**src/hdl/bks_mul.sv**
```systemverilog
// Shared 32 by 32 unsigned multiplier with a registered product.
`timescale 1ns / 1ps
module bks_mul (
  input  logic        clk,
  input  logic [31:0] a,
  input  logic [31:0] b,
  output logic [63:0] p
);

  always_ff @(posedge clk) begin
    p <= 64'(a) * 64'(b);
  end

endmodule

```
**config.mk**
```make
export PLATFORM = sky130hd
export DESIGN_NAME = bks_mul
export DESIGN_NICKNAME = d
export VERILOG_FILES = /design/src/hdl/bks_mul.sv
export SDC_FILE = /design/constraint.sdc
export NUM_CORES = 2
export LEC_CHECK = 0
export BUFFER_PORTS_ARGS = -buffer_cell sky130_fd_sc_hd__buf_2
export CAP_MARGIN = 15
export CORE_UTILIZATION = 45
export CTS_CLUSTER_DIAMETER = 60
export DETAILED_ROUTE_END_ITERATION = 8
export GPL_ROUTABILITY_DRIVEN = 1
export GPL_TIMING_DRIVEN = 0
export PLACE_DENSITY = 0.71
export SLEW_MARGIN = 15
export SYNTH_ARGS = -nofsm -noshare
export SYNTH_HDL_FRONTEND = slang
export SYNTH_SLANG_ARGS = --single-unit
```
**constraint.sdc**
```tcl
create_clock -name clk -period 9.15 [get_ports clk]
set_clock_uncertainty 0.2 [all_clocks]
set_input_delay 0.4575 -clock clk [delete_from_list [all_inputs] [get_ports clk]]
set_output_delay 0.4575 -clock clk [all_outputs]
set_load 0.1 [all_outputs]
```
==> run_results.csv <==
group,metric,value,unit
status,status,"completed",
timing,finalWorstSetupSlack,168,ps
synth,syn_nets,4972,
die,die_w,280,µm
detailed_routing,detailroute.via_count,27200,
placement,gp_congestion,1.08,
detailed_routing,wl_per_cell,24.9,µm
critical_path,cp_slowest_cell,"clkbuf_1",
timing,hold_viol,0,
layout,syn_to_final_growth,6.42,%
placement,pre_cts_ws,105,ps
clock_tree,numCtsBuffers,9,
clock_tree,clk_pin_slew,60,ps
timing,setup_tns,0,ps
critical_path,crit_fanout,10,
die,die_h,280,µm
clock_tree,clock-sinks,64,
hold_path,hp-class,"primary input to flip-flop",
critical_path,slowest_delay,890,ps
synth,async_flop_share,0,
die,design.core.area,76100,µm²
detailed_routing,drt_first_iter_violations,2877,
synth,yosysTopAreaCellShare,0.517,
synth,ys_seq_area_frac,0.0369,
synth,ys_dominant_reg_cell,"dfxtp_1",
layout,fillCellCount,7381,
detailed_routing,dr.pass1.iters,8,
layout,drive_gt1_frac,0.0424,
synth,yosys.area.top_type,"fa_1",
timing,max_freq,111,MHz
synth,ys.warnings.count,0,
synth,synth_area_per_cell,9.25,µm²
detailed_routing,ant_nets,0,
layout,largest_register_ffs,64,
layout,top_register,"p",
layout,stdcell_count,4925,
critical_path,worst_ep_required_time,9220,ps
timing,slew_headroom,0.185,
layout,final_area,36900,µm²
clock_tree,cts_root_buf,"clkbuf_16",
timing,setup_viol_count_final,0,
clock_tree,h-tree-depth,3,
global_routing,grt_antenna_before_repair,17,
detailed_routing,totalWireLength,123,mm
global_routing,grt_start_max_net_pins,11,
die,rows,101,
clock_tree,cts_tree,"done",
critical_path,endpoint_kind,"flip-flop",
die,start_util,0.456,
synth,netlist_area,34700,µm²
placement,place_area,36600,µm²
timing,min_period_over_period,0.982,
die,die_area,78200,µm²
synth,ys_top_cells_by_area,"fa_1 52%, and2_1 11%, ha_1 9.5%, inv_1 9.4%, nand2_1 5.2%",
synth,ys_ff_latch,64,
global_routing,grt_first_pass_wirelength,180,mm
critical_path,worstSetupStartpointType,"primary input",
synth,yosysUniqueCellTypes,57,
die,io_pins,129,
synth,synthTopCellsByCount,"896 x fa_1, 865 x inv_1, 602 x and2_1",
detailed_routing,remaining_drc_errors,0,
critical_path,cp.arrival,9050,ps
synth,synth_cells,3748,
global_routing,gr-total-overflow,0,
placement,hpwl,104,mm
run,cap_violations,0,
layout,largest_registers,"p (64)",
layout,multiInputGateArea,29300,µm²
clock_tree,holdBufCountCts,0,
synth,synth_most_common_cell,"fa_1",
global_routing,grt_pass1_vias,28600,
timing,maxSlewViolCount,0,
critical_path,critPathTopFamily,"adder cells",
timing,worst_pin_slew,1220,ps
timing,rsz0062_at_grt,"false",
placement,portBuffers,128,
timing,fin_crit,8980,ps
detailed_routing,viasPerCell,5.52,
clock_tree,post_cts_buffers,0,
clock_tree,ctsResizeCount,0,
critical_path,crit_type,"primary input to flip-flop",
layout,seqCellArea,1280,µm²
synth,synth-edff-count,0,
critical_path,path_buf_inv,6,
layout,final_nets,5111,
critical_path,crit_chain,"buf_2 > clkbuf_1 > nand2_1 > fa_1 > fa_1 > inv_1 > fa_1 > fa_1 > fa_1 > fa_1 > fa_1 > inv_1 > fa_1 > inv_1 > ha_1 > buf_2 > nand4_1 > or4_1 > or3_1 > a31oi_1 > a31o_2 > a211oi_1 > o21ai_1 > xor2_1",
placement,place_inst,4906,
global_routing,grt_usage,0.322,
clock_tree,clockBufferDepth,2,
critical_path,critical_path.most_common_cell,"fa_1",
-- layout by cell type, fill, tap and decap left out, types with 23 or more instances in the layout --
| master | instances |
|---|---|
| nand4_1 | 23 |
| a21o_1 | 40 |
| clkbuf_1 | 214 |
| and2_1 | 602 |
| inv_1 | 865 |
| ha_1 | 263 |
| buf_2 | 134 |
| xnor2_1 | 35 |
| fa_1 | 896 |
| dfxtp_1 | 64 |
| a21oi_1 | 63 |
| xor2_1 | 25 |
| nand2_1 | 480 |
-- final cells by class --
type | instances | area share
antenna | 4 | 0.000271
buffer | 220 | 0.0226
clock buffer | 11 | 0.00658
clock inverter | 4 | 0.00122
inverter | 865 | 0.0880
multi-input combinational | 2599 | 0.794
sequential | 64 | 0.0347
tap | 1030 | 0.0349
timing repair buffer | 128 | 0.0174
-- layer usage --
metal  wire (µm)  up-vias  share of wire  track usage
met4       11400        6          0.093        0.238
li1            -    11100              -            -
met2       53400     1814           0.44        0.483
met1       42400    13800           0.35        0.392
met3       15400      487           0.13       0.0950
met5          39        -        0.00032            0
-- final timing paths --
path / start / to / slack, ps / depth (start not counted)
max: a[14] / p[62] / 170 / 24
min: b[0] / p[0] / 200 / 2
-- stage by stage --
step	hold WS (ps)	utilization
global placement	554	0.481
finish	199	0.485
global route	189	0.485
CTS	177	0.485
detailed placement	547	0.481
floorplan	385	-
-- logic make-up after synthesis --
logic type / count (synthesis) / synth area share
simple gates: 1177 / 0.176
xor+xnor: 60 / 0.0152
buf+inv: 1085 / 0.118
flops: 64 / 0.0369
compound gates: 202 / 0.0415
fa+ha+maj: 1159 / 0.612
mux: 1 / 0.000289
Power is not shown: default switching activity piles up to over one toggle a cycle in this logic, so the estimate is an artifact.
