===== config.mk =====
export PLATFORM = sky130hd
export DESIGN_NAME = bks_div
export DESIGN_NICKNAME = d
export VERILOG_FILES = /design/src/hdl/bks_pkg.sv /design/src/hdl/bks_div.sv
export SDC_FILE = /design/constraint.sdc
export NUM_CORES = 1
export LEC_CHECK = 0
export BUFFER_PORTS_ARGS = -buffer_cell sky130_fd_sc_hd__buf_2
export CAP_MARGIN = 20
export CORE_ASPECT_RATIO = 1.5
export CORE_MARGIN = 5
export CORE_UTILIZATION = 25
export CTS_BUF_LIST = sky130_fd_sc_hd__clkbuf_2
export CTS_CLUSTER_SIZE = 25
export DETAILED_ROUTE_END_ITERATION = 10
export SYNTH_ARGS = -nofsm -noshare
export SYNTH_HDL_FRONTEND = slang
export SYNTH_SLANG_ARGS = --single-unit

===== constraint.sdc =====
create_clock -name clk -period 7.33 [get_ports clk]
set_clock_uncertainty 0.2 [all_clocks]
set_input_delay 1.0995 -clock clk [delete_from_list [all_inputs] [get_ports clk]]
set_output_delay 1.0995 -clock clk [all_outputs]
set_load 0.02 [all_outputs]

===== src/hdl/bks_pkg.sv =====
// Shared types and constants for the bicycle kinematics pose stepper.
`timescale 1ns / 1ps
package bks_pkg;

  // Number of entries in the arctangent table of the CORDIC unit.
  localparam int ATAN_N = 24;
  localparam int ATAN_IW = 5;

  // CORDIC start vector 0.607252935 in Q2.30.
  localparam logic [31:0] CORDIC_GAIN_INV = 32'd652032874;
  // 2^32 / (2*pi), turns radians into binary angle.
  localparam logic [31:0] INV_TWO_PI_Q32 = 32'd683565276;

  // arctan(2^-i) as a binary angle where 2^32 is a full turn.
  localparam logic [31:0] ATAN_TAB [ATAN_N] = '{
    32'd536870912, 32'd316933406, 32'd167458907, 32'd85004756, 32'd42667331,
    32'd21354465, 32'd10679838, 32'd5340245, 32'd2670163, 32'd1335087,
    32'd667544, 32'd333772, 32'd166886, 32'd83443, 32'd41722, 32'd20861,
    32'd10431, 32'd5215, 32'd2608, 32'd1304, 32'd652, 32'd326, 32'd163, 32'd81
  };

  // Configuration register indexes.
  localparam logic [2:0] CFG_STEP_TIME = 3'd0;
  localparam logic [2:0] CFG_WHEELBASE = 3'd1;
  localparam logic [2:0] CFG_START_X = 3'd2;
  localparam logic [2:0] CFG_START_Y = 3'd3;
  localparam logic [2:0] CFG_START_HEADING = 3'd4;

  // Input operation codes.
  localparam logic OP_ADVANCE = 1'b0;
  localparam logic OP_RELOAD = 1'b1;

  // Width of CORDIC vector and angle registers.
  localparam int CW = 34;
  // Divider widths: dividend, divisor, kept quotient bits.
  localparam int DIV_NW = 64;
  localparam int DIV_DW = 50;
  localparam int DIV_QW = 16;

  typedef enum logic [3:0] {
    ST_IDLE,
    ST_DIST,
    ST_CORH_GO,
    ST_CORH_W,
    ST_CORS_GO,
    ST_CORS_W,
    ST_MDX,
    ST_MDY,
    ST_MNUM,
    ST_NUMR,
    ST_MMAG,
    ST_MDEN,
    ST_DIVGO,
    ST_DIVW,
    ST_UPD
  } state_t;

endpackage


===== src/hdl/bks_div.sv =====
// Restoring divider, one quotient bit per cycle, keeping the low quotient bits.
`timescale 1ns / 1ps
module bks_div (
  input  logic                          clk,
  input  logic                          rst,
  input  logic                          start,
  input  logic [bks_pkg::DIV_NW-1:0]    dividend,
  input  logic [bks_pkg::DIV_DW-1:0]    divisor,
  output logic                          done,
  output logic [bks_pkg::DIV_QW-1:0]    quotient
);
  import bks_pkg::*;

  localparam int KW = $clog2(DIV_NW);

  logic [DIV_NW-1:0] num;
  logic [DIV_DW-1:0] den;
  logic [DIV_DW:0]   rem, rem_sh;
  logic              busy;
  logic [KW-1:0]     cnt;
  logic              fits;

  assign rem_sh = {rem[DIV_DW-1:0], num[DIV_NW-1]};
  assign fits = rem_sh >= {1'b0, den};

  always_ff @(posedge clk) begin
    if (rst) begin
      busy <= 1'b0;
      done <= 1'b0;
      cnt <= '0;
    end else begin
      done <= 1'b0;
      if (start) begin
        busy <= 1'b1;
        cnt <= '0;
      end else if (busy) begin
        cnt <= cnt + 1'b1;
        if (cnt == KW'(DIV_NW - 1)) begin
          busy <= 1'b0;
          done <= 1'b1;
        end
      end
    end
  end

  always_ff @(posedge clk) begin
    if (start) begin
      num <= dividend;
      den <= divisor;
      rem <= '0;
      quotient <= '0;
    end else if (busy) begin
      num <= {num[DIV_NW-2:0], 1'b0};
      rem <= fits ? (rem_sh - {1'b0, den}) : rem_sh;
      quotient <= {quotient[DIV_QW-2:0], fits};
    end
  end

endmodule


==> impl_results.md <==
* Starting DRT DRC Count at 336
* Nets at 1276
* Clock-pin slew on the worst setup and hold paths at 320 ps
* Post-CTS Hold Buffers at 0
* Synth Flop Type: edfxtp_1
* FFs w/ async S/R, synth at 0
* Post-synthesis cell area at 10570 sq um
* Worst setup EP type: register
* RSZ-0062 raised after global routing: no
* F_max at 0.2576 GHz
* Clock network fraction of total power at 0.233
* Seq pwr share at 0.506
* Worst min-delay path startpoint: divisor[1]
* R2R cell count at 14
* Synth Instances at 1002
* Hold-critical path depth at 1
* Reg-to-reg setup timing slack at 3450 ps
* Largest net degree at the start of global routing at 81
* Vias in the first global route at 8194
* Initial Util at 0.2522
* Slew headroom at 0.3486
* Critical Path Start Type: register
* Routed len/inst at 15.43 um
* Period utilization at 0.5296
* Class of the worst hold path: primary input to register
* Total of max-cap violations at 0
* End of the worst register-to-register path: rem[44]
* Worst hold slack at 164.2 ps
* WP data required at 7940 ps
* Final Util at 0.2860
* DRC Markers at 0
* M3 GR Usage at 0.03396
* Internal power at 1.668 mW
* Switch share at 0.3336
* Clock sink count at 188
* VDD IR max at 137.8 uV
* Leading area contributor after synthesis: edfxtp_1
* CTS tree: built
* Drt pass-1 iters at 4
* Status: completed
* Via/cell ratio at 4.636
* Top cell type's share of synthesized area at 0.3240
* Syn Area/Cell at 10.55 sq um
* CP peak stage delay at 490 ps
* Fillers at 4523
* Psw at 0.8349 mW
* Critical path cell sequence: inv_1, ha_1, inv_1, fa_1, a21o_1, a221oi_4, o211ai_1, a221oi_2, o211a_1, nor4_1, or4_1, xor2_1, nand2_1, a311oi_1
* Pwr/cell area at 208.8 nW/um^2
* Root Buffer Master: clkbuf_2
* Num CTS Buffers at 17
* Share of layout cells above drive strength 1 at 0.2402
* Crit-path leading delay family: compound AO/OA/AOI/OAI gates
* CP max-delay cell: a221oi_2
* # rows at 92
* Final antenna-violating net count at 0
* Gr busiest metal: met2
* Largest cells by area after synthesis: edfxtp_1, dfxtp_1, mux2_2, ha_1, mux2i_1
* Worst slew pin tran at 977.1 ps
* Final setup viols at 0
* Number of distinct library cells after synthesis at 75
* Die W at 177.9 um
* Total Wirelength at 26.05 mm
* Post-synthesis sequential area ratio at 0.4642
* # resized after CTS at 0
* Combinational share of power at 0.261
* Worst Hold Path EP: den[1]
* Via count at 7826
* Syn Nets at 1171
* Crit-path most repeated cell: inv_1
* Post-synth EDFFs at 114
* Setup tns final at 0 ps
* Initial antenna violation count at 8
* Placer Congestion at 0.8593
* Die ar. at 46560 sq um
* Bufs on Longest Clock Path at 2
* Final hold violations at 0
* Area Growth Syn to Fin at 13.40%
* Fin crit period at 3882 ps
* Gr ovfl total at 0
* Global routing usage on met1 at 0.1201
* Clock latency on the worst-skew pair at 870 ps
* Yosys warns at 0
* Seq cells post-synth at 188
* H-tree depth at 4
* Core ar. at 41900 sq um
* Crit Path Max Fanout at 5
* Pwr Total at 2.503 mW
* Total GRT Usage at 0.1121
* Crit path DAT at 4490 ps
* P_leak at 4.738 nW
* Die height at 261.8 um
* First-pass GRT wire length at 41.70 mm
* I/O Pins at 134
* Port buffer count at 133
* DP HPWL at 19.22 mm
* Post-CTS Setup Inserts at 0
* R2R Path Start: num[63]
* GR Util met2 at 0.2021
* Max Slew Vio Count at 0
* Critical path class: register to register
* Buf+Inv Stages, Crit Path at 2
-- placed cells by master (no fill, tap or decap), types with 6 or more instances in the layout --
master,n
nand3_1,13
o21ai_1,7
dfxtp_1,73
or3_1,6
mux2_2,63
a211oi_1,38
nor3_1,6
nand4_1,17
o21ai_0,26
a31oi_1,7
xor2_1,17
clkbuf_2,17
o22ai_1,6
xnor2_1,29
a21oi_1,64
buf_2,132
and3_1,10
o31ai_1,6
ha_1,51
mux2i_1,49
o21bai_1,6
inv_1,65
a21o_1,18
o21a_1,6
nand2_1,65
edfxtp_1,114
nor2_1,104
-- registers in the layout, indices dropped and copies added (netlist names) --
name / cells
rem: 50
num: 64
cnt: 6
busy: 1
den: 50
done: 1
quotient: 16
-- kinds of logic (layout without fill, tap and decap cells) --
kind of cell | after synthesis | count (layout) | synth area share
adders and majority gates | 52 | 52 | 0.06229
muxes | 113 | 113 | 0.1146
other | 0 | 4 | 0
AOI/OAI and AO/OA | 231 | 231 | 0.1584
buffers and inverters | 117 | 235 | 0.04973
and+or+nand+nor | 255 | 255 | 0.1126
xor gates and xnor gates | 46 | 46 | 0.03813
DFF | 188 | 188 | 0.4642
-- synth_stat cells (7+ instances only) --
master and count:
o21ai_1 7, clkbuf_1 34, mux2_2 63, o21ai_0 26
inv_1 65, a21o_1 18, nand2_1 66, nand3_1 13
nand4_1 17, a31oi_1 7, a21oi_1 64, edfxtp_1 114
and3_1 10, mux2i_1 49, ha_1 51, a211oi_1 38
nor2_1 104, xor2_1 17, buf_2 8, xnor2_1 29
dfxtp_1 74
-- power groups by stage --
stage / registers, mW / clock network, mW / logic, mW
2_1_floorplan: 1.27 / 0 / 0.520
3_3_place_gp: 1.29 / 0 / 0.649
3_5_place_dp: 1.29 / 0 / 0.655
4_1_cts: 1.27 / 0.620 / 0.659
5_1_grt: 1.28 / 0.662 / 0.727
6_report: 1.27 / 0.583 / 0.654
-- metrics by stage --
stage | setup slack (ps) | area (sq um) | cells
floorplan | 3903 | 10570 | 1002
finish | 3448 | 11980 | 1688
CTS | 3458 | 11970 | 1684
detailed placement | 3493 | 11710 | 1652
global placement | 3551 | 11710 | 1652
global route | 3213 | 11980 | 1686
-- worst max-delay path by stage --
| stage | startpoint | endpoint | slack (ps) | cells after the start |
|---|---|---|---|---|
| global route | num[63] | rem[44] | 3210 | 14 |
| floorplan | start | num[0] | 3900 | 3 |
| global placement | num[63] | rem[44] | 3550 | 14 |
| detailed placement | num[63] | rem[44] | 3490 | 14 |
| CTS | num[63] | rem[44] | 3460 | 14 |
| finish | num[63] | rem[44] | 3450 | 14 |
-- per-layer routing --
metal / routed length, um / part of all wire / vias to the layer above
met5: 93 / 0.0036 / -
met4: 874 / 0.034 / 12
met3: 1407 / 0.054 / 64
met2: 13400 / 0.51 / 196
met1: 10270 / 0.39 / 3675
li1: - / - / 3879
-- area by class of cell --
cell class / instances / area [sq um] / area share
multi-input combinational: 697 / 5139 / 0.4288
sequential: 188 / 4908 / 0.4096
inverter: 65 / 244.0 / 0.02036
antenna: 4 / 10.01 / 0.0008353
clock inverter: 15 / 181.4 / 0.01514
tap: 564 / 705.7 / 0.05889
timing repair buffer: 138 / 709.4 / 0.05920
clock buffer: 17 / 85.08 / 0.007100
(Power assumes the default switching activity.)
