<file path="src/hdl/bks_pkg.sv">
// Shared types and constants for the bicycle kinematics pose stepper.
`timescale 1ns / 1ps
package bks_pkg;

  // Number of entries in the arctangent table of the CORDIC unit.
  localparam int ATAN_N = 24;
  localparam int ATAN_IW = 5;

  // CORDIC start vector 0.607252935 in Q2.30.
  localparam logic [31:0] CORDIC_GAIN_INV = 32'd652032874;
  // 2^32 / (2*pi), turns radians into binary angle.
  localparam logic [31:0] INV_TWO_PI_Q32 = 32'd683565276;

  // arctan(2^-i) as a binary angle where 2^32 is a full turn.
  localparam logic [31:0] ATAN_TAB [ATAN_N] = '{
    32'd536870912, 32'd316933406, 32'd167458907, 32'd85004756, 32'd42667331,
    32'd21354465, 32'd10679838, 32'd5340245, 32'd2670163, 32'd1335087,
    32'd667544, 32'd333772, 32'd166886, 32'd83443, 32'd41722, 32'd20861,
    32'd10431, 32'd5215, 32'd2608, 32'd1304, 32'd652, 32'd326, 32'd163, 32'd81
  };

  // Configuration register indexes.
  localparam logic [2:0] CFG_STEP_TIME = 3'd0;
  localparam logic [2:0] CFG_WHEELBASE = 3'd1;
  localparam logic [2:0] CFG_START_X = 3'd2;
  localparam logic [2:0] CFG_START_Y = 3'd3;
  localparam logic [2:0] CFG_START_HEADING = 3'd4;

  // Input operation codes.
  localparam logic OP_ADVANCE = 1'b0;
  localparam logic OP_RELOAD = 1'b1;

  // Width of CORDIC vector and angle registers.
  localparam int CW = 34;
  // Divider widths: dividend, divisor, kept quotient bits.
  localparam int DIV_NW = 64;
  localparam int DIV_DW = 50;
  localparam int DIV_QW = 16;

  typedef enum logic [3:0] {
    ST_IDLE,
    ST_DIST,
    ST_CORH_GO,
    ST_CORH_W,
    ST_CORS_GO,
    ST_CORS_W,
    ST_MDX,
    ST_MDY,
    ST_MNUM,
    ST_NUMR,
    ST_MMAG,
    ST_MDEN,
    ST_DIVGO,
    ST_DIVW,
    ST_UPD
  } state_t;

endpackage

</file>
<file path="src/hdl/bks_cordic.sv">
// Iterative rotation-mode CORDIC giving cosine and sine in Q2.30.
`timescale 1ns / 1ps
module bks_cordic #(
  parameter int CORDIC_STEPS = 16
) (
  input  logic                         clk,
  input  logic                         rst,
  input  logic                         start,
  input  logic [31:0]                  angle,
  output logic                         done,
  output logic signed [bks_pkg::CW-1:0] cos_out,
  output logic signed [bks_pkg::CW-1:0] sin_out
);
  import bks_pkg::*;

  localparam int IW = (CORDIC_STEPS > 1) ? $clog2(CORDIC_STEPS) : 1;
  localparam logic [IW-1:0] LAST = IW'(CORDIC_STEPS - 1);

  logic signed [CW-1:0] x, y, z;
  logic                 flip;
  logic                 busy;
  logic [IW-1:0]        iter;
  logic [31:0]          rot;
  logic                 need_flip;
  logic signed [CW-1:0] x_sh, y_sh, atan_v;

  // Angles in the left half plane are turned by a half turn first.
  assign rot = angle + 32'h4000_0000;
  assign need_flip = rot[31];
  assign x_sh = x >>> iter;
  assign y_sh = y >>> iter;
  assign atan_v = CW'(ATAN_TAB[ATAN_IW'(iter)]);

  always_ff @(posedge clk) begin
    if (rst) begin
      busy <= 1'b0;
      done <= 1'b0;
      iter <= '0;
    end else begin
      done <= 1'b0;
      if (start) begin
        busy <= 1'b1;
        iter <= '0;
      end else if (busy) begin
        if (iter == LAST) begin
          busy <= 1'b0;
          done <= 1'b1;
        end else begin
          iter <= iter + 1'b1;
        end
      end
    end
  end

  always_ff @(posedge clk) begin
    if (start) begin
      flip <= need_flip;
      x <= CW'(CORDIC_GAIN_INV);
      y <= '0;
      z <= CW'(signed'(need_flip ? (angle + 32'h8000_0000) : angle));
    end else if (busy) begin
      if (!z[CW-1]) begin
        x <= x - y_sh;
        y <= y + x_sh;
        z <= z - atan_v;
      end else begin
        x <= x + y_sh;
        y <= y - x_sh;
        z <= z + atan_v;
      end
    end
  end

  assign cos_out = flip ? -x : x;
  assign sin_out = flip ? -y : y;

endmodule

</file>
<file path="config.mk">
export PLATFORM = sky130hd
export DESIGN_NAME = bks_cordic
export DESIGN_NICKNAME = d
export VERILOG_FILES = /design/src/hdl/bks_pkg.sv /design/src/hdl/bks_cordic.sv
export SDC_FILE = /design/constraint.sdc
export NUM_CORES = 1
export LEC_CHECK = 0
export ABC_AREA = 1
export CORE_MARGIN = 2
export CORE_UTILIZATION = 65
export CTS_CLUSTER_SIZE = 8
export DETAILED_ROUTE_END_ITERATION = 12
export DONT_BUFFER_PORTS = 1
export PLACE_DENSITY = 0.82
export SLEW_MARGIN = 20
export SYNTH_ARGS = -nofsm -noshare
export SYNTH_HDL_FRONTEND = slang
export SYNTH_SLANG_ARGS = --single-unit
</file>
<file path="constraint.sdc">
create_clock -name clk -period 13.9 [get_ports clk]
set_input_delay 1.39 -clock clk [delete_from_list [all_inputs] [get_ports clk]]
set_output_delay 1.39 -clock clk [all_outputs]
set_load 0.05 [all_outputs]
</file>
==> results, run 1 <==
- Of the total power, registers draw 0.149.
- The final net count is 2907.
- In this run the power density over the cells is 231 nW/um2.
- The synthesis-to-finish area growth is 1.94%.
- The routability congestion estimate is 1.07.
- The share of the Yosys chip area taken by registers is 0.152.
- For this run, the leading register cell type out of synthesis is dfxtp_1.
- The number of fill cells in the layout is 2453.
- The arrival time of data at the critical path endpoint is 6.08 ns.
- Across the VDD grid, the largest voltage drop is 0.000232 V.
- The number of top-level pins is 104.
- Data on the critical path is required at its endpoint by 14.03 ns.
- Headroom to the max-slew limit came out at 0.222.
- Static timing analysis puts the maximum clock frequency at 168 MHz.
- CTS built an H-tree with a depth of 3.
- Global routing finished with a remaining overflow of 0.
- The proportion of synthesized flip-flops having asynchronous set or reset is 0.
- Clock-pin slew was measured on the worst setup and hold paths at 0.09 ns.
- The detail route stage leaves a number of antenna-violating nets equal to 0.
- The overall track demand over capacity in global routing is 0.396.
- STA classifies the critical path endpoint as a flip-flop.
- The clock insertion delay at the later pin of the skew report is 0.38 ns.
- The final setup TNS is 0 ns.
- The area enclosed by the die boundary is 26800 um2.
- Dividing the final minimum period by the clock period gives 0.428.
- The number of maximum-capacitance violations is 0.
- Dividing the detail-routed via count by the number of cells gives 6.22.
- The overall routed net length is 54.3 mm.
- The ratio of cells with drive above 1 in the final layout is 0.0351.
- The design internal power is 1.53 mW.
- The minimum clock period is 5.95 ns.
- After detailed placement, the total cell area comes to 16600 um2.
- In the post-route analysis, the smallest setup slack over all paths is 7.95 ns.
- The number of buffers between clock root and the deepest sink is 2.
- The net count after synthesis is 2997.
- The relative contribution of combinational cells to total power is 0.775.
- Across all register-to-register paths, the minimum setup slack is 7.95 ns.
- The synthesized netlist contains 58 unique library cells.
- The final design area excluding fillers is 16900 um2.
- The detailed router finished its first iteration with 2379 violations.
- Detailed routing inserted a total of 19.2k vias.
- The global-route wire length before repair is 86.2 mm.
- The category of the worst setup path launch point is a flip-flop.
- The depth of the worst register-to-register path is 26.
- The total iterations of the first detailed-routing run is 6.
- The number of flip-flops and latches in the synthesized netlist is 109.
- The pin count of the biggest net entering global routing is 83.
- Of the total power, the clock network draws 0.076.
- The worst hold path terminates at y[4]$_SDFFE_PP0P_.
- The initial antenna violation count is 0.
- The number of clock buffers added by TritonCTS is 9.
- The pre-CTS setup slack is 8.17 ns.
- The multi-input combinational cells in the finished layout cover a total of 12400 um2.
- The final cell count without fillers is 3090.
- The switching share of total power is 0.609.
- The cell area that synthesis handed to floorplanning was 16600 um2.
- The class of the most critical setup path is flip-flop to flip-flop.
- The initial utilization of the core area, before any placement, comes to 0.661.
- For the pin with the worst max-slew slack, the measured transition is 1.16 ns.
- The final-report hold violation count is 0.
- Measured along the x axis, the die boundary spans 164 um.
- The die is 164 um tall.
- The number of sinks driven by the clock tree is 109.
- The post-cts sizing count is 0.
- The buffer type at the clock tree root is clkbuf_16.
- The wire-length estimate of the detail-placed layout is 41.6 mm.
- Synthesis handed over a netlist of 2845 instances.
- Across the routed clock network, the largest skew measured is 0.0272 ns.
- In this run the most critical hold path is launched from y[4]$_SDFFE_PP0P_.
- Input and output buffers added on the ports amount to 0.
- Counting instances, the worst hold path has a depth of 2.
- In this run the mean area of a mapped cell was 5.84 um2.
- The number of design rule violations left after detail routing is 0.
- Final hold analysis gives a worst-case slack of 0.614 ns.
- During synthesis, Yosys emitted a total of 0 warnings.
- The flow ran to the end, and the final reports show no timing, DRC or antenna violations.
- After detailed routing, the average wire length per cell comes to 17.6 um.
- The total of endpoints with negative setup slack in the final report is 0.
- The worst hold path belongs to the class flip-flop to flip-flop.
- Summed over all nets, the switching power comes to 2.38 mW.
- After detailed placement, the design holds a cell count of 3074.
- The number of global-route vias before repair is 17.4k.
- The total setup buffers inserted after CTS is 0.
- The register area is 2540 um2.
- The repair_antennas step left the layout with diodes totalling 0.
- The count of flip-flops with a built-in enable after synthesis is 35.
- The post-cts hold buffer count is 0.
- In this run the critical register-to-register path is launched from iter[1]$_SDFFE_PP0P_.
- The total area inside the core boundary comes to 25100 um2.
- Setup repair after global routing left no endpoint under its margin.
- The analysis attributes to cell leakage a power of 8.52 nW.
- The number of core rows is 58.
- The number of max-slew violations in the final report is 0.
- The worst flop-to-flop path endpoint is z[19]$_DFFE_PP_.
- The largest fanout on the critical path is 63.
- The clock tree from TritonCTS is yes.
## stage by stage
stage,utilization,power [mW]
2_1_floorplan,-,2.93
3_3_place_gp,0.661,3.45
3_5_place_dp,0.662,3.52
4_1_cts,0.674,3.83
5_1_grt,0.674,4.25
6_report,0.674,3.91
## state kept, by name (all words and copies together) (netlist names)
name / count
y: 34
z: 34
flip: 1
iter: 4
done: 1
busy: 1
x: 34
## cell usage after synthesis (7+ instances only)
library cell	number	area share
o31ai_1	7	0.0032
nand4_1	19	0.0072
a31oi_1	21	0.0079
nor4_1	14	0.0053
o21bai_1	11	0.0050
xnor2_1	39	0.021
a21o_1	10	0.0045
a21oi_1	192	0.058
xor2_1	147	0.078
nor2_2	7	0.0026
o22ai_1	7	0.0026
or2_2	25	0.0094
o21ai_1	12	0.0036
a21boi_0	11	0.0050
inv_1	286	0.065
o211ai_1	9	0.0041
o21ai_0	166	0.050
buf_1	14	0.0032
nand3_1	371	0.11
edfxtp_1	35	0.063
nor2_1	286	0.065
buf_2	28	0.0084
nor3_1	39	0.012
nand2_1	747	0.17
buf_4	12	0.0054
ha_1	114	0.086
dfxtp_1	74	0.089
clkbuf_1	59	0.013
o21a_1	20	0.0090
## worst max-delay path, cell delays in order, from the launching register on
cell      delay (ns)
dfxtp_2         0.32
buf_4           0.54
inv_2           0.39
ha_1            0.47
inv_1           0.08
nor2_1          0.06
o21ai_1         0.27
a21boi_2        0.31
ha_1            0.21
nand4_1         0.12
nor3_1          0.22
nand2_1         0.12
nor2_2          0.18
nor2_1          0.07
xor2_1          0.14
inv_1           0.06
ha_1            0.33
a21oi_1         0.16
inv_1           0.08
nor2_1          0.09
a21boi_0        0.42
o21ai_0         0.30
a21oi_1         0.26
inv_1           0.08
or2_2           0.27
nand3_1         0.07
nand2_1         0.06
## placed cells by master, fill, tap and decap left out, drive strengths merged, types with 3 or more instances in the layout
cell type / netlist / layout
a31oi: 21 / 21
nor4: 14 / 14
nand4: 20 / 20
xnor2: 39 / 39
a21o: 10 / 10
dfxtp: 74 / 74
nand3: 373 / 373
or2: 25 / 25
fa: 3 / 3
clkbuf: 59 / 9
xor2: 147 / 147
nand2: 749 / 749
nand3b: 4 / 4
a21oi: 199 / 199
o21ai: 179 / 179
o22ai: 8 / 8
nor2: 293 / 293
ha: 114 / 114
clkinv: 2 / 4
o31ai: 7 / 7
o221ai: 6 / 6
a22oi: 4 / 4
o211ai: 9 / 9
o21a: 20 / 20
edfxtp: 35 / 35
nor3: 41 / 41
a21boi: 13 / 13
buf: 57 / 15
o21bai: 13 / 13
inv: 292 / 296
## worst max path at each step
stage	from	to	depth (start not counted)
after global routing	iter[1]$_SDFFE_PP0P_	z[19]$_DFFE_PP_	26
after global placement	iter[1]$_SDFFE_PP0P_	z[23]$_DFFE_PP_	26
after floorplan	iter[0]$_SDFFE_PP0P_	z[19]$_DFFE_PP_	27
after CTS	iter[1]$_SDFFE_PP0P_	z[19]$_DFFE_PP_	26
final	iter[1]$_SDFFE_PP0P_	z[19]$_DFFE_PP_	26
after detailed placement	iter[1]$_SDFFE_PP0P_	z[19]$_DFFE_PP_	26
## layer usage
metal  GRT usage  vias up  wire (um)  part of all wire
met5      0.0133        -         45           0.00083
met4       0.107        2       1270             0.023
met3      0.0705      121       6340              0.12
met2       0.611     1114      23000              0.42
met1       0.567     8710      23600              0.43
li1            -     9266          -                 -
## area by class of cell
type	count	area share
well taps	330	0.0244
inverters	294	0.0653
multi-input cells	2326	0.735
clock buffers	9	0.0133
clock inverters	7	0.00517
repair buffers	15	0.00665
flip-flops and latches	109	0.150
## cell families (layout without fill, tap and decap cells)
group,after synthesis,in the layout,share of synthesized area
adders and majority gates,117,117,0.0895
buffers and inverters,410,325,0.0988
and+or+nand+nor,1523,1523,0.389
AOI/OAI and AO/OA,500,500,0.172
DFF,109,109,0.152
xor gates and xnor gates,186,186,0.0981
## power groups by stage
stage	clock network, mW	logic, mW	registers (mW)
CTS	0.295	2.96	0.574
global placement	0	2.87	0.578
floorplan	0	2.42	0.508
detailed placement	0	2.94	0.581
finish	0.296	3.03	0.585
global route	0.305	3.35	0.591
Power figures use the tool's default switching activity.
==> inputs of run 2 (changes only) <==
--- a/config.mk
+++ b/config.mk
@@ -5,7 +5,7 @@
 export SDC_FILE = /design/constraint.sdc
 export NUM_CORES = 1
 export LEC_CHECK = 0
-export ABC_AREA = 1
+export ABC_AREA = 0
 export CORE_MARGIN = 2
 export CORE_UTILIZATION = 65
 export CTS_CLUSTER_SIZE = 8
==> constraint.sdc (replaced) <==
create_clock -name clk -period 5.6 [get_ports clk]
set_input_delay 0.56 -clock clk [delete_from_list [all_inputs] [get_ports clk]]
set_output_delay 0.56 -clock clk [all_outputs]
set_load 0.05 [all_outputs]
==> run 2 against run 1 <==
  * First-iteration DRC count shrank 14%
  * Setup slack lost 7.9 ns
  * Global-route usage grew 0.15 points
  * Area after synthesis grew 1.4%
  * Via count shrank 11%
  * Synthesized cell count shrank 25%
  * Sequential share of layout area shrank 1.4 points
  * Clock-buffer cell count is the same
  * Highest routed layer unchanged
  * Critical path type unchanged
  * Final cell count shrank 19%
  * Routed wire length grew 3.1%
  * Flip-flop and latch count is the same
==> results, run 2 <==
- The buffer type at the clock tree root is clkbuf_16.
- The number of library cell types mapped by synthesis is 104 (+79%).
- The endpoint type of the worst setup path is a flip-flop.
- The share of the clock period used by the worst path is 0.994 (+0.566).
- The number of maximum-capacitance violations was 0 (unchanged).
- The H-tree level count was 3 (unchanged).
- The initial antenna violation count is 1 (+1).
- The number of DRC markers in iteration 0 was 2057 (-14%).
- The largest registers in the layout are x x34, y x34, z x34.
- The parity-gate share of the synthesized area counting xor and xnor cells is 0.125 (+0.0272).
- The minimum clock period was 5.57 ns (-0.379 ns).
- The number of buffers between clock root and the deepest sink came to 2 (unchanged).
- The library cell with the largest summed area after synthesis is dfxtp_1.
- The number of max-slew violations in the final report came to 0 (unchanged).
- The effective utilization at floorplan is 0.665 (+0.00331).
- The number of top-level pins was 104 (unchanged).
- The required time of the worst setup path is 5.88 ns (-8.15 ns).
- The global-route wire length before repair was 84.5 mm (-1.9%).
- The number of buffers created by CTS came to 9 (unchanged).
- The most frequent standard cell in the layout excluding fill and tap cells is nand2_1.
- The number of global-route vias before repair is 15.4k (-11%).
- The final net count is 2332 (-20%).
- STA classifies the critical path startpoint as a flip-flop.
- The arrival time of data at the critical path endpoint is 5.85 ns (-0.23 ns).
- The top achievable clock speed is 180 MHz (+6.8%).
- The count of vias placed by the detailed router came to 17.0k (-11%).
- The final-report hold violation count is 0 (unchanged).
- The post-synthesis adder-cell area fraction is 0.0883 (-0.00121).
- The area enclosed by the die boundary was 27200 um2 (+1.3%).
- The share of synthesized area occupied by flip-flops and latches came to 0.150 (-0.00206).
- The number of design rule violations left after detail routing came to 0 (unchanged).
- The main combinational cell family by area after synthesis is compound AO/OA/AOI/OAI gates.
- The post-synthesis cell count came to 2136 (-25%).
- The number of antenna repair diodes is 0 (unchanged).
- The overall track demand over capacity in global routing is 0.398 (+0.00149).
- The net count after synthesis is 2288 (-24%).
- The actual slew at the worst max-slew pin is 1.14 ns (-0.0231 ns).
- The total of endpoints with negative setup slack in the final report is 0 (unchanged).
- The via density per instance is 6.77 (+8.9%).
- Sorting the synthesized cells by how often they occur yields nand2_1, nor2_1, a21oi_1, o21ai_0, xnor2_1.
- TritonCTS built the clock tree.
- The fraction of post-synthesis cell area in the top cell type by area is 0.0880 (-0.0808).
- The final cell count without fillers was 2515 (-19%).
- The number of warnings issued by yosys came to 0 (unchanged).
- The total global routing overflow is 0 (unchanged).
- The multi-input gate area in the final layout is 13700 um2 (+10%).
- The post-synthesis area per instance is 7.88 um2 (+35%).
- The count of buffers from port buffering was 0 (unchanged).
- The relative slew slack is 0.235 (+0.0126).
- The number of fill cells in the layout is 2016 (-18%).
- The overall routed net length is 56.0 mm (+3.1%).
- Setup repair after global routing could not meet its margin everywhere.
- The register area came to 2550 um2 (+0.44%).
- The count of flip-flops with a built-in enable after synthesis is 35 (unchanged).
- The compound-cell area share of the yosys netlist came to 0.248 (+0.0753).
- The die outline width is 165 um (+0.67%).
- The number of nets still failing antenna checks after routing is 0 (unchanged).
- The worst hold path belongs to the class primary input to flip-flop.
- The final worst clock skew is 0.0192 ns (-0.00806 ns).
- The flip-flop cell with the highest count after synthesis is dfxtp_1.
- The number of sinks driven by the clock tree was 109 (unchanged).
- The wire length per cell came to 22.3 um (+27%).
- The synthesis-to-finish area growth is 11.5%.
- The clock edge transition at the registers on the reported setup and hold paths came to 0.10 ns (about the same).
- The post-cts hold buffer count came to 0 (unchanged).
- The share of synthesized area spent on multiplexers is 0.145 (+0.145).
- The top cell types in the final layout, fill and taps aside, are nand2_1, nor2_1, buf_4.
- The estimated wirelength of the detail-placed design is 41.3 mm (-0.58%).
- The pin count of the biggest net entering global routing is 131 (+58%).
- The number of core rows is 58 (unchanged).
- The clock insertion delay at the later pin of the skew report was 0.38 ns (about the same).
- The core box area is 25300 um2 (+0.87%).
- The height of the die came to 165 um (+0.67%).
- The largest fanout on the critical path is 14 (-78%).
- Among all cell types in the netlist, the one instantiated most often is nand2_1.
- The total iterations of the first detailed-routing run is 6 (unchanged).
- The internal reg-to-reg setup slack came to 0.03 ns (-7.92 ns).
- The routability congestion estimate is 1.04 (-2.4%).
- The total standard cell area after synthesis was 16800 um2 (+1.4%).
- After synthesis, the cell types taking the most area are dfxtp_1, ha_1, xnor2_1.
- The class of the most critical setup path is flip-flop to flip-flop.
- The number of flip-flops and latches in the synthesized netlist is 109 (unchanged).
- The basic-gate share of the synthesized area counting and, or, nand and nor cells is 0.181 (-0.208).
- The proportion of synthesized flip-flops having asynchronous set or reset was 0 (unchanged).
- The flow ran to the end, and the final reports show no timing, DRC or antenna violations.
- The number of placed instances, taps included is 2459 (-20%).
- The ratio of cells with drive above 1 in the final layout came to 0.182 (+0.147).
## run 2: worst paths after layout
kind | startpoint | end | depth (start not counted)
min | rst | busy$_SDFF_PP0_ | 1
max reg2reg | iter[1]$_SDFFE_PP0P_ | y[33]$_SDFFE_PP0P_ | 23
max | iter[1]$_SDFFE_PP0P_ | y[33]$_SDFFE_PP0P_ | 23
min reg2reg | x[13]$_SDFFE_PP1P_ | x[13]$_SDFFE_PP1P_ | 2
## run 2: kinds of logic after synthesis
logic type	Yosys count
AOI/OAI and AO/OA	646
and+or+nand+nor	640
xor gates and xnor gates	240
buffers and inverters	217
muxes	167
adders and majority gates	117
DFF	109
## run 2: worst max-delay path: stages, from the launching register on
cell,delay [ns]
dfxtp_4,0.43
buf_8,0.16
buf_4,0.12
bufbuf_16,0.29
nor2b_1,0.10
a22oi_1,0.23
or4b_4,0.53
mux2i_1,0.17
nor2_1,0.08
a221oi_4,0.30
buf_4,0.17
ha_1,0.24
buf_4,0.15
o21a_1,0.10
o31a_1,0.12
o31a_1,0.30
a21bo_2,0.24
a311o_1,0.41
a22o_1,0.24
a31oi_2,0.22
o211ai_1,0.18
xnor2_1,0.33
a211oi_2,0.14
a31o_1,0.21
## run 2: layout make-up
type,count,share of cell area
Tap cell,330,0.0220
Clock inverter,7,0.00413
Sequential cell,109,0.136
Inverter,59,0.0119
Timing Repair Buffer,191,0.0841
Multi-Input combinational cell,1810,0.730
Clock buffer,9,0.0120
## run 2: metrics by stage
step           hold slack (ns)  setup TNS, ns  setup WS [ns]  cell area [um2]  utilization
3_5_place_dp             0.599         -0.447         -0.195            17700        0.698
3_3_place_gp             0.604        -0.0243        -0.0207            17700        0.698
5_1_grt                  0.236         -0.424         -0.142            18800        0.741
2_1_floorplan            0.488              0       0.000950            17000            -
4_1_cts                  0.235              0       0.000235            18200        0.718
6_report                 0.239              0         0.0318            18800        0.741
## run 2: routing by layer
metal / wire (um) / global-route usage / up-vias
li1: - / - / 7896
met2: 24400 / 0.601 / 928
met4: 1530 / 0.123 / 4
met5: 53 / 0.0114 / -
met1: 23900 / 0.567 / 8108
met3: 6060 / 0.0849 / 98
## run 2: repair_timing
| item | CTS | global route |
|---|---|---|
| pin swaps | 3 | 46 |
| resized for setup | 14 | 98 |
| setup endpoints to repair | 9 | 23 |
| buffers inserted | 8 | 30 |
| gates cloned | 2 | 0 |
Power of run 2 is not shown: default switching activity piles up to over one toggle a cycle in this logic, so the estimate is an artifact.
